$ cat config.mk
export PLATFORM = sky130hd
export DESIGN_NAME = md5_stream_hasher
export DESIGN_NICKNAME = d
export VERILOG_FILES = /design/src/rtl/md5_pkg.sv /design/src/rtl/md5_stream_hasher.sv
export VERILOG_INCLUDE_DIRS = /design/src /design/src/rtl
export SDC_FILE = /design/constraint.sdc
export NUM_CORES = 2
export LEC_CHECK = 0
export BUFFER_PORTS_ARGS = -buffer_cell sky130_fd_sc_hd__buf_2
export CAP_MARGIN = 15
export CORE_AREA = 8 8 364 366
export DETAILED_ROUTE_END_ITERATION = 8
export DIE_AREA = 0 0 372 374
export PLACE_DENSITY = 0.7
export REMOVE_ABC_BUFFERS = 1
export SETUP_SLACK_MARGIN = 0.3
export SYNTH_ARGS = -nofsm -noshare
export SYNTH_HDL_FRONTEND = slang
export SYNTH_SLANG_ARGS = --single-unit
$ cat constraint.sdc
create_clock -name clk -period 22 [get_ports clk]
set_input_delay 1.1 -clock clk [delete_from_list [all_inputs] [get_ports clk]]
set_output_delay 1.1 -clock clk [all_outputs]
set_load 0.05 [all_outputs]
$ cat src/rtl/md5_stream_hasher_defines.svh
// Assertion macros for the MD5 stream hasher.
// Needs clk and arst_n in the scope of use; empty bodies under SYNTHESIS.
`ifndef MD5_STREAM_HASHER_DEFINES_SVH
`define MD5_STREAM_HASHER_DEFINES_SVH
`ifndef SYNTHESIS
// cond must never hold outside reset
`define MD5_ASSERT_NEVER(lbl, cond, msg) \
	lbl: assert property (@(posedge clk) disable iff (!arst_n) !(cond)) else $error(msg);
// ante implies cons in the same cycle
`define MD5_ASSERT_IMPLY(lbl, ante, cons, msg) \
	lbl: assert property (@(posedge clk) disable iff (!arst_n) (ante) |-> (cons)) \
		else $error(msg);
// ante implies cons in the next cycle
`define MD5_ASSERT_NEXT(lbl, ante, cons, msg) \
	lbl: assert property (@(posedge clk) disable iff (!arst_n) (ante) |=> (cons)) \
		else $error(msg);
`else
`define MD5_ASSERT_NEVER(lbl, cond, msg)
`define MD5_ASSERT_IMPLY(lbl, ante, cons, msg)
`define MD5_ASSERT_NEXT(lbl, ante, cons, msg)
`endif
`endif

$ cat src/rtl/md5_pkg.sv
// Constants, round tables, sequencer states and round helpers for the MD5 hasher.
// Standalone package; used by md5_stream_hasher.
`timescale 1ns / 1ps
`default_nettype none

package md5_pkg;

	localparam int BLOCK_WORDS = 16;
	localparam int POS_W       = $clog2(BLOCK_WORDS);
	localparam int ROUNDS      = 64;
	localparam int ROUND_W     = $clog2(ROUNDS);

	localparam logic [7:0]  PAD_BYTE = 8'h80;

	localparam logic [31:0] INIT_A = 32'h67452301;
	localparam logic [31:0] INIT_B = 32'hefcdab89;
	localparam logic [31:0] INIT_C = 32'h98badcfe;
	localparam logic [31:0] INIT_D = 32'h10325476;

	// Round-group selector (round index bits 5:4)
	localparam logic [1:0] GRP_F = 2'd0;
	localparam logic [1:0] GRP_G = 2'd1;
	localparam logic [1:0] GRP_H = 2'd2;

	localparam logic [31:0] ROUND_K [ROUNDS] = '{
		32'hd76aa478, 32'he8c7b756, 32'h242070db, 32'hc1bdceee,
		32'hf57c0faf, 32'h4787c62a, 32'ha8304613, 32'hfd469501,
		32'h698098d8, 32'h8b44f7af, 32'hffff5bb1, 32'h895cd7be,
		32'h6b901122, 32'hfd987193, 32'ha679438e, 32'h49b40821,
		32'hf61e2562, 32'hc040b340, 32'h265e5a51, 32'he9b6c7aa,
		32'hd62f105d, 32'h02441453, 32'hd8a1e681, 32'he7d3fbc8,
		32'h21e1cde6, 32'hc33707d6, 32'hf4d50d87, 32'h455a14ed,
		32'ha9e3e905, 32'hfcefa3f8, 32'h676f02d9, 32'h8d2a4c8a,
		32'hfffa3942, 32'h8771f681, 32'h6d9d6122, 32'hfde5380c,
		32'ha4beea44, 32'h4bdecfa9, 32'hf6bb4b60, 32'hbebfbc70,
		32'h289b7ec6, 32'heaa127fa, 32'hd4ef3085, 32'h04881d05,
		32'hd9d4d039, 32'he6db99e5, 32'h1fa27cf8, 32'hc4ac5665,
		32'hf4292244, 32'h432aff97, 32'hab9423a7, 32'hfc93a039,
		32'h655b59c3, 32'h8f0ccc92, 32'hffeff47d, 32'h85845dd1,
		32'h6fa87e4f, 32'hfe2ce6e0, 32'ha3014314, 32'h4e0811a1,
		32'hf7537e82, 32'hbd3af235, 32'h2ad7d2bb, 32'heb86d391
	};

	localparam logic [4:0] ROT_AMOUNT [16] = '{
		5'd7, 5'd12, 5'd17, 5'd22, 5'd5, 5'd9, 5'd14, 5'd20,
		5'd4, 5'd11, 5'd16, 5'd23, 5'd6, 5'd10, 5'd15, 5'd21
	};

	typedef enum logic [2:0] {
		ST_IDLE,
		ST_LOAD,
		ST_RUN,
		ST_FOLD,
		ST_PAD,
		ST_DONE
	} state_t;

	// Message word index used by a round
	function automatic logic [POS_W-1:0] md5_g(input logic [ROUND_W-1:0] r);
		logic [3:0] i;
		logic [3:0] g;
		i = r[3:0];
		case (r[5:4])
			GRP_F:   g = i;
			GRP_G:   g = 4'(i * 4'd5 + 4'd1);
			GRP_H:   g = 4'(i * 4'd3 + 4'd5);
			default: g = 4'(i * 4'd7);
		endcase
		return g;
	endfunction

	// Left-rotate amount used by a round
	function automatic logic [4:0] md5_rot(input logic [ROUND_W-1:0] r);
		return ROT_AMOUNT[{r[5:4], r[1:0]}];
	endfunction

	// Nonlinear mixing function of a round group
	function automatic logic [31:0] md5_f(input logic [1:0] grp, input logic [31:0] b,
			input logic [31:0] c, input logic [31:0] d);
		logic [31:0] f;
		case (grp)
			GRP_F:   f = (b & c) | (~b & d);
			GRP_G:   f = (b & d) | (c & ~d);
			GRP_H:   f = b ^ c ^ d;
			default: f = c ^ (b | ~d);
		endcase
		return f;
	endfunction

	function automatic logic [31:0] rotl32(input logic [31:0] x, input logic [4:0] s);
		return (x << s) | (x >> (6'd32 - {1'b0, s}));
	endfunction

endpackage

`default_nettype wire

$ cat src/rtl/md5_stream_hasher.sv
// Streaming MD5 hasher: word buffer memory, single-round compression datapath,
// padding sequencer and digest output register. Depends on md5_pkg and the defines header.
//
//  channel | dir | fields (tdata low bit up)                 | marker
//  s_*     | in  | data_word[31:0], byte_count[34:32], zeros | s_tlast = last
//  m_*     | out | digest_word0..digest_word3 (32 bits each) | none
//
// A word that does not fill the block is written to the buffer. The word that fills it
// starts a compression: 1 buffer prefetch, 64 rounds on the one round unit
// (one buffer read per round), 1 chaining fold. A last word adds up to 18 pad
// writes, one or two compressions and a load of the digest register.
// Reset clears control and chaining state at once; the buffer needs no clearing.
// The next message may stream in while a digest waits; a new digest waits for the slot.
`timescale 1ns / 1ps
`default_nettype none
`include "md5_stream_hasher_defines.svh"

module md5_stream_hasher
	import md5_pkg::*;
(
	input  wire logic         clk,
	input  wire logic         arst_n,
	input  wire logic         s_tvalid,
	output logic              s_tready,
	input  wire logic [39:0]  s_tdata,   // data_word[31:0], byte_count[34:32], zero[39:35]
	input  wire logic         s_tlast,
	output logic              m_tvalid,
	input  wire logic         m_tready,
	output logic [127:0]      m_tdata    // digest_word0..digest_word3, 32 bits each
);

	localparam logic [POS_W-1:0]   POS_LAST   = POS_W'(BLOCK_WORDS - 1);
	localparam logic [POS_W-1:0]   POS_LEN_LO = POS_W'(BLOCK_WORDS - 2);
	localparam logic [ROUND_W-1:0] ROUND_LAST = ROUND_W'(ROUNDS - 1);

	state_t state_q, state_d;

	logic [POS_W-1:0]   pos_q;
	logic [60:0]        bytes_q;
	logic [31:0]        chain_q [4];
	logic [31:0]        a_q, b_q, c_q, d_q;
	logic [ROUND_W-1:0] round_q;
	logic               padding_q, pend80_q, lo_done_q, final_q;
	logic               m_tvalid_q;
	logic [127:0]       m_tdata_q;

	logic [31:0]        buf_mem [BLOCK_WORDS];
	logic [31:0]        rd_data_q;
	logic [POS_W-1:0]   rd_addr;
	logic               wr_en;
	logic [31:0]        wr_data;
	logic               digest_load;
	logic               accept;

	logic [31:0]        in_word;
	logic [2:0]         in_count;
	logic [2:0]         eff_count;
	logic [31:0]        last_word;
	logic [63:0]        bit_len;
	logic [31:0]        round_f;
	logic [31:0]        round_sum;
	logic [31:0]        round_b;

	// Decode the input item
	assign in_word   = s_tdata[31:0];
	assign in_count  = s_tdata[34:32];
	assign eff_count = (!s_tlast || in_count > 3'd4) ? 3'd4 : in_count;
	assign accept    = s_tvalid && s_tready;
	assign bit_len   = {bytes_q, 3'b000};

	// Mask invalid bytes of the last word and place the pad byte just above the valid ones
	always_comb begin
		case (eff_count)
			3'd0:    last_word = {24'h0, PAD_BYTE};
			3'd1:    last_word = {16'h0, PAD_BYTE, in_word[7:0]};
			3'd2:    last_word = {8'h0, PAD_BYTE, in_word[15:0]};
			3'd3:    last_word = {PAD_BYTE, in_word[23:0]};
			default: last_word = in_word;
		endcase
	end

	// One MD5 round on the working words
	assign round_f   = md5_f(round_q[5:4], b_q, c_q, d_q);
	assign round_sum = a_q + round_f + ROUND_K[round_q] + rd_data_q;
	assign round_b   = b_q + rotl32(round_sum, md5_rot(round_q));

	// Sequencer: next state, buffer port control
	always_comb begin
		state_d     = state_q;
		wr_en       = 1'b0;
		wr_data     = in_word;
		rd_addr     = md5_g(round_q + 1'b1);
		digest_load = 1'b0;
		s_tready    = (state_q == ST_IDLE);
		case (state_q)
			ST_IDLE: begin
				if (accept) begin
					wr_en   = 1'b1;
					wr_data = s_tlast ? last_word : in_word;
					if (pos_q == POS_LAST) begin
						state_d = ST_LOAD;
					end else if (s_tlast) begin
						state_d = ST_PAD;
					end
				end
			end
			ST_LOAD: begin
				rd_addr = md5_g('0);
				state_d = ST_RUN;
			end
			ST_RUN: begin
				if (round_q == ROUND_LAST) begin
					state_d = ST_FOLD;
				end
			end
			ST_FOLD: begin
				if (final_q) begin
					state_d = ST_DONE;
				end else if (padding_q) begin
					state_d = ST_PAD;
				end else begin
					state_d = ST_IDLE;
				end
			end
			ST_PAD: begin
				wr_en = 1'b1;
				if (pend80_q) begin
					wr_data = {24'h0, PAD_BYTE};
				end else if (pos_q == POS_LEN_LO && !lo_done_q) begin
					wr_data = bit_len[31:0];
				end else if (pos_q == POS_LAST && lo_done_q) begin
					wr_data = bit_len[63:32];
				end else begin
					wr_data = '0;
				end
				if (pos_q == POS_LAST) begin
					state_d = ST_LOAD;
				end
			end
			ST_DONE: begin
				if (!m_tvalid_q || m_tready) begin
					digest_load = 1'b1;
					state_d     = ST_IDLE;
				end
			end
			default: state_d = ST_IDLE;
		endcase
	end

	// Buffer memory: one write port, one registered read port
	always_ff @(posedge clk) begin
		if (wr_en) begin
			buf_mem[pos_q] <= wr_data;
		end
		rd_data_q <= buf_mem[rd_addr];
	end

	// Working words: load from chain, advance one round per cycle
	always_ff @(posedge clk) begin
		if (state_q == ST_LOAD) begin
			a_q <= chain_q[0];
			b_q <= chain_q[1];
			c_q <= chain_q[2];
			d_q <= chain_q[3];
		end else if (state_q == ST_RUN) begin
			a_q <= d_q;
			b_q <= round_b;
			c_q <= b_q;
			d_q <= c_q;
		end
	end

	// Digest payload register
	always_ff @(posedge clk) begin
		if (digest_load) begin
			m_tdata_q <= {chain_q[3], chain_q[2], chain_q[1], chain_q[0]};
		end
	end

	// Control, counters and chaining words
	always_ff @(posedge clk or negedge arst_n) begin
		if (!arst_n) begin
			state_q    <= ST_IDLE;
			pos_q      <= '0;
			bytes_q    <= '0;
			round_q    <= '0;
			padding_q  <= 1'b0;
			pend80_q   <= 1'b0;
			lo_done_q  <= 1'b0;
			final_q    <= 1'b0;
			m_tvalid_q <= 1'b0;
			chain_q[0] <= INIT_A;
			chain_q[1] <= INIT_B;
			chain_q[2] <= INIT_C;
			chain_q[3] <= INIT_D;
		end else begin
			state_q <= state_d;
			if (wr_en) begin
				pos_q <= pos_q + 1'b1;
			end
			// Count bytes and arm the pad sequence
			if (state_q == ST_IDLE && accept) begin
				bytes_q <= bytes_q + 61'(eff_count);
				if (s_tlast) begin
					padding_q <= 1'b1;
					pend80_q  <= (eff_count == 3'd4);
					lo_done_q <= 1'b0;
				end
			end
			// Track the pad sequence
			if (state_q == ST_PAD) begin
				if (pend80_q) begin
					pend80_q <= 1'b0;
				end else if (pos_q == POS_LEN_LO && !lo_done_q) begin
					lo_done_q <= 1'b1;
				end else if (pos_q == POS_LAST && lo_done_q) begin
					final_q   <= 1'b1;
					padding_q <= 1'b0;
				end
			end
			if (state_q == ST_RUN) begin
				round_q <= round_q + 1'b1;
			end
			// Fold the working words into the chain
			if (state_q == ST_FOLD) begin
				chain_q[0] <= chain_q[0] + a_q;
				chain_q[1] <= chain_q[1] + b_q;
				chain_q[2] <= chain_q[2] + c_q;
				chain_q[3] <= chain_q[3] + d_q;
			end
			// Hand off the digest and start a fresh message
			if (digest_load) begin
				m_tvalid_q <= 1'b1;
				final_q    <= 1'b0;
				bytes_q    <= '0;
				chain_q[0] <= INIT_A;
				chain_q[1] <= INIT_B;
				chain_q[2] <= INIT_C;
				chain_q[3] <= INIT_D;
			end else if (m_tready) begin
				m_tvalid_q <= 1'b0;
			end
		end
	end

	assign m_tvalid = m_tvalid_q;
	assign m_tdata  = m_tdata_q;

	// Checks
	`MD5_ASSERT_NEVER(a_no_wr_in_run, wr_en && (state_q == ST_LOAD || state_q == ST_RUN), "buffer written during compression")
	`MD5_ASSERT_IMPLY(a_full_block, state_q == ST_LOAD, pos_q == '0 && round_q == '0, "compression started on partial block")
	`MD5_ASSERT_NEXT(a_digest_hold, state_q == ST_DONE && m_tvalid && !m_tready, state_q == ST_DONE && $stable(m_tdata), "digest overwritten while pending")
	`MD5_ASSERT_NEXT(a_fold_after_run, state_q == ST_RUN && round_q == ROUND_LAST, state_q == ST_FOLD, "fold skipped after last round")

endmodule

`default_nettype wire

=== Word-level counts from Yosys, hierarchy flattened ===
Memories as Yosys holds them, arrays and structs flattened. A register that Yosys moved wholly into a read port is not among the register bits.
Cells that the tools add are included.

* Memories: 3
* Output and inout bits: 130
* Bits in read-only memories: 2128
* Logic and storage cells: 166
* Bits of input ports: 45
* Bits in registers: 463
* Memory bits (writable): 512

* $lt $le $gt $ge: 3
* Mux-type cells: 64
* Equality and inequality tests: 23
* Bitwise logic cells: 15
* Multipliers: 3
* Shift-type cells: 2
* $add $sub $neg: 14
* Reduce and logical (&&, ||, !) cells: 21

{| class="wikitable"
|+ Memory list
! name !! words !! bits a word !! rd ports !! clocked after memory_dff !! write ports !! line !! source
|-
| (no name shown) || 64 || 32 || 1 || 0 || 0 || md5_stream_hasher.sv:84 || <nowiki>assign round_sum = a_q + round_f + ROUND_K[round_q] + rd_data_q;</nowiki>
|-
| buf_mem || 16 || 32 || 1 || 1 || 1 || md5_stream_hasher.sv:47 || <nowiki>logic [31:0] buf_mem [BLOCK_WORDS];</nowiki>
|-
| (no name shown) || 16 || 5 || 1 || 0 || 0 || md5_pkg.sv:74 || <nowiki>return ROT_AMOUNT[{r[5:4], r[1:0]}];</nowiki>
|}

{| class="wikitable"
|+ Operators with widths
! cell !! number
|-
| $mux W32 || 15
|-
| $add A32 B32 Y32 || 8
|-
| $mux W128 || 2
|-
| $and A32 B32 Y32 || 4
|-
| $or A32 B32 Y32 || 4
|-
| $pmux W32 S4 || 1
|-
| $mux W61 || 2
|-
| $pmux W32 S3 || 1
|-
| $xor A32 B32 Y32 || 3
|-
| $not A32 Y32 || 2
|-
| $pmux W32 S2 || 1
|-
| $add A61 B3 Y61 || 1
|-
| $shl A32 B5 Y32 || 1
|-
| $shr A32 B6 Y32 || 1
|-
| $mux W1 || 27
|-
| $mux W3 || 9
|-
| $pmux W3 S6 || 1
|-
| $eq A3 B2 Y1 const B || 4
|-
| $pmux W4 S3 || 1
|-
| $reduce_bool A2 Y1 || 6
|-
| $mux W5 || 2
|-
| $eq A3 B3 Y1 const B || 3
|-
| $add A4 B1 Y4 const B || 2
|-
| $eq A4 B4 Y1 const B || 2
|-
| 26 further kinds || 42
|}

=== Longest topological paths before layout ===
* Depth in word-level cells: 12
* Gate-level depth with buffers: 41
* Gate-level depth less buffers: 38

=== Worst setup path after synthesis ===
Ideal clock, no wire load.

* Kind: reg-to-reg
* Start point: register round_q[4]
* End point: register b_q[18] (data pin)
* Setup slack: 12.558 ns
* Data required time: 21.730 ns
* Arrival: 9.172 ns
* Cell stages (with the launch flop): 41
* Path buffers: 6
* Clock period less this slack: 9.442 ns
* Cell sequence: dfrtp_1 -> buf_2 -> buf_2 -> buf_1 -> clkbuf_1 -> buf_1 -> clkbuf_1 -> xnor2_1 -> nand3_1 -> o221ai_1 -> fa_1 -> fa_1 -> inv_1 -> ha_1 -> fa_1 -> a21o_1 -> a22o_1 -> o31ai_4 -> [... 5 more ...] -> o31ai_2 -> mux2i_1 -> o21ai_0 -> a31oi_1 -> ha_1 -> fa_1 -> a21o_1 -> a21oi_1 -> o21ai_0 -> a21oi_1 -> o21bai_1 -> a2111o_1 -> a31o_2 -> a21o_1 -> nor2b_1 -> a31oi_1 -> xor2_1 -> a21oi_1

* Word-level cells in the longest chain between the ends: 11
* Elaborated cells on any way between the ends: 22
* Those cells by class: 5 x add/sub; 2 x eq/ne; 2 x shift; 7 x mux; 3 x bitwise; 1 x reduce/logical; 2 x memory

{| class="wikitable"
|+ Ends and longest elaborated chain
! item !! line !! source
|-
| start: declaration || md5_stream_hasher.sv:42 || <nowiki>logic [ROUND_W-1:0] round_q;</nowiki>
|-
| start signal: assignment || md5_stream_hasher.sv:222 || <nowiki>round_q <= round_q + 1'b1;</nowiki>
|-
| parallel branches: the longest is 7 deep, another holds $add A32 B32 Y32 || -- ||
|-
| $or A32 B32 Y32 * || md5_pkg.sv:91 || <nowiki>return (x << s) | (x >> (6'd32 - {1'b0, s}));</nowiki>
|-
| $add A32 B32 Y32 * || md5_stream_hasher.sv:85 || <nowiki>assign round_b = b_q + rotl32(round_sum, md5_rot(round_q));</nowiki>
|-
| $mux W32 * || md5_stream_hasher.sv:165 || <nowiki>end else if (state_q == ST_RUN) begin</nowiki>
|-
| $mux W32 * || md5_stream_hasher.sv:160 || <nowiki>if (state_q == ST_LOAD) begin</nowiki>
|-
| end signal: assignment || md5_stream_hasher.sv:162 || <nowiki>b_q <= chain_q[1];</nowiki>
|-
| end signal: assignment || md5_stream_hasher.sv:167 || <nowiki>b_q <= round_b;</nowiki>
|-
| end: declaration || md5_stream_hasher.sv:41 || <nowiki>logic [31:0] a_q, b_q, c_q, d_q;</nowiki>
|}

Mark *: on every way between the ends. The select of a mux whose other input is x is not followed.
A chain may end at the register's enable or synchronous reset.

=== Worst setup path after layout ===
* Start point: register round_q[1]
* End point: register b_q[26] (data pin)

* Word-level cells in the longest chain between the ends: 11
* Elaborated cells on any way between the ends: 17
* Those cells by class: 4 x add/sub; 2 x shift; 6 x mux; 3 x bitwise; 2 x memory

{| class="wikitable"
|+ Ends and longest elaborated chain
! item !! line
|-
| $not A6 Y7 (implied by the code) || md5_stream_hasher.sv:84
|-
| $mem_v2 Z64 W32 || --
|-
| $mux W32 (implied by the code) (2 in a row) || md5_stream_hasher.sv:84
|-
| $add A32 B32 Y32 (2 in a row) || md5_stream_hasher.sv:84
|-
| $shr A32 B6 Y32 or $shl A32 B5 Y32 (tied branches) || md5_pkg.sv:91
|-
| $or A32 B32 Y32 * || md5_pkg.sv:91
|-
| $add A32 B32 Y32 * || md5_stream_hasher.sv:85
|-
| $mux W32 * || md5_stream_hasher.sv:165
|-
| $mux W32 * || md5_stream_hasher.sv:160
|}

Mark *: on every way between the ends. The rest lies on a longest branch, timed or not. The select of a mux whose other input is x is not followed.

==> impl_metrics.ini <==
[run_status]
status = finished clean

[yosys]
yosys_warnings = 0
syn_avg_cell_area_sq_um = 10.09
netlist_top_cells_count = nand2_1 (930), edfxtp_1 (768), a21oi_1 (385)
syn_area_sq_mm = 0.05790
yosys_most_used_dff = edfxtp_1
muxShareOfSynthArea_pct = 1.817
async_reset_ff_share_pct = 20.56
synth_area_leader_cell = edfxtp_1
ys_seq_area_share_pct = 50.02
synth_most_common_cell = nand2_1
yosys.area_share.simple_pct = 14.46
postSynthRegisterBits = 1007
synth_cell_type_count = 105
synth_edf_count = 768
synth_top_area_share_pct = 39.83
synthTopCellsByArea = edfxtp_1 (40%), dfrtp_1 (6.2%), nand2_1 (6.0%)
syn_inst = 5736
synth_top_family_by_area = compound AO/OA/AOI/OAI gates
synth_xor_xnor_area_share_pct = 4.097
synthAdderAreaFrac_pct = 7.420
synth_compound_area_share_pct = 18.44

[hold_path]
hp-class = primary input to asynchronous set/reset pin

[timing]
fin_hold_ws_ns = 0.3124
tightestPinTransition_ns = 1.339
tns_ns = 0
slew_headroom_pct = 10.71
drv_slew = 0
timing.final.crit_period_ns = 12.14
finalHoldViolCount = 0
clock_skew_ns = 0.07567
max_freq_mhz = 82.39
setup_viol = 0
fin_ws_ns = 9.862
rsz0062_at_grt = false
fin_crit_sh_pct = 55.17

[routing]
vias = 45530
drt-initial-drc-count = 5211
drt-total-wl_mm = 173.3
drc = 0
antenna_left = 0
vias_per_cell = 6.054
wire_per_inst_um = 23.05
dr.pass1.iters = 8

[clocking]
hold_buffers = 0
cts_setup_buffers = 0
clock_latency_ns = 0.77
numCtsBuffers = 106
tritoncts = done
path_clk_slew_ns = 0.06
cts-root-buf = clkbuf_16
clock_sinks = 1007
cts_buffer_depth = 3
htreeDepth = 3
ctsResizeCount = 0

[placed_design]
hpwl_mm = 116.3
port_buffers = 169
gp_congestion = 0.9707
post-place-ws_ns = 10.15

[setup_path]
path_delay_family = compound AO/OA/AOI/OAI gates
critPathMaxStageDelay_ns = 0.88
worstSetupEndpointType = flip-flop
critPathSlowestCell = ha_1
worstPathArrival_ns = 12.59
criticalPathCategory = flip-flop to flip-flop
crit_fanout = 19
crit_path_start_kind = flip-flop
path_common_cell = a21oi_1
critPathRequiredTime_ns = 22.46
path_buf_inv = 4

[floorplan]
start_util_pct = 45.70
rows = 131
dieArea_sq_mm = 0.1391
die_h_um = 374
num_io_pins = 175
core_area_sq_mm = 0.1267
die_w_um = 372

[final_layout]
multiInputGateArea_sq_mm = 0.02699
utilization_pct = 50.46
drive_gt1_share_pct = 10.62
fill_cells = 11280
fin_nets = 6111
seq_area_sq_mm = 0.02897
area_growth_pct = 10.42

[global_routing]
antenna_found_initial = 2
overflow = 0
grt_max_degree = 101
grt_usage_pct = 24.13
first_global_vias = 43360
grt_pass1_wl_mm = 263.2

[flow_run]
drv_cap = 0
[layout make-up]
class,instances,area share [%]
Sequential cell,1007,45.32
Multi-Input combinational cell,4179,42.21
Clock buffer,140,4.538
Tap cell,1662,3.252
Timing Repair Buffer,240,2.182
Inverter,232,1.374
Clock inverter,60,1.119
Antenna cell,1,0.003914
[routing by layer]
metal  part of all wire, %  GRT usage [%]  vias to the layer above
li1                      -              -                    21070
met1                    41          32.13                    22290
met2                    48          39.96                     1858
met3                   7.1          3.334                      320
met4                   3.9          9.130                        0
met5                     0              0                        -
[worst reg2reg max path: cells and delay by family, from the launching register on]
kind,cells,cell delay (ns)
mux,1,0.32
fa+ha+maj,5,2.47
simple gates,6,1.92
flops,1,0.33
buf+inv,4,1.29
compound gates,22,5.51
[kinds of logic (layout without fill, tap and decap cells)]
family | after synthesis | in the layout
flip-flops | 1007 | 1007
XOR/XNOR | 270 | 270
AND/OR/NAND/NOR | 1880 | 1880
buffers and inverters | 550 | 672
other | 0 | 1
AO/OA/AOI/OAI | 1636 | 1636
adder cells (fa/ha/maj) | 301 | 301
multiplexers | 92 | 92
[layout by cell type, fill, tap and decap left out, drive strengths merged, types with 141 or more instances in the layout]
cell      n
nand3   141
clkbuf  141
o21ai   367
edfxtp  768
inv     232
a211oi  206
a21oi   386
xnor2   152
buf     239
nand2   930
ha      229
dfrtp   143
nor2    342
and2    153
[final timing paths]
path | from | endpoint | slack (ns) | depth (start not counted)
max in group asynchronous | arst_n | bytes_q[23]$_DFFE_PN0P_ | 19.49 | 3
max reg2reg | round_q[1]$_DFFE_PN0P_ | b_q[26]$_DFFE_PP_ | 9.86 | 38
max | round_q[1]$_DFFE_PN0P_ | b_q[26]$_DFFE_PP_ | 9.86 | 38
min in group clk | chain_q[32]$_DFFE_PN0P_ | m_tdata[64]$_DFFE_PP_ | 0.51 | 0
min | arst_n | chain_q[65]$_DFFE_PN0P_ | 0.31 | 1
min reg2reg | chain_q[32]$_DFFE_PN0P_ | m_tdata[64]$_DFFE_PP_ | 0.51 | 0
[state kept, by name (all words and copies together) (netlist names)]
register / count
a_q: 32
b_q: 32
buf_mem: 512
bytes_q: 61
c_q: 32
chain_q: 128
d_q: 32
final_q: 1
lo_done_q: 1
m_tdata: 128
m_tvalid: 1
padding_q: 1
pend80_q: 1
pos_q: 4
rd_data_q: 32
round_q: 6
state_q: 3
[stage by stage]
step / std cells / area, sq um
global route: 7520 / 63930
floorplan: 5418 / 56610
finish: 7521 / 63940
detailed placement: 7319 / 60300
global placement: 7319 / 60300
CTS: 7519 / 63920
Power is not shown: default switching activity piles up to over one toggle a cycle in this logic, so the estimate is an artifact.
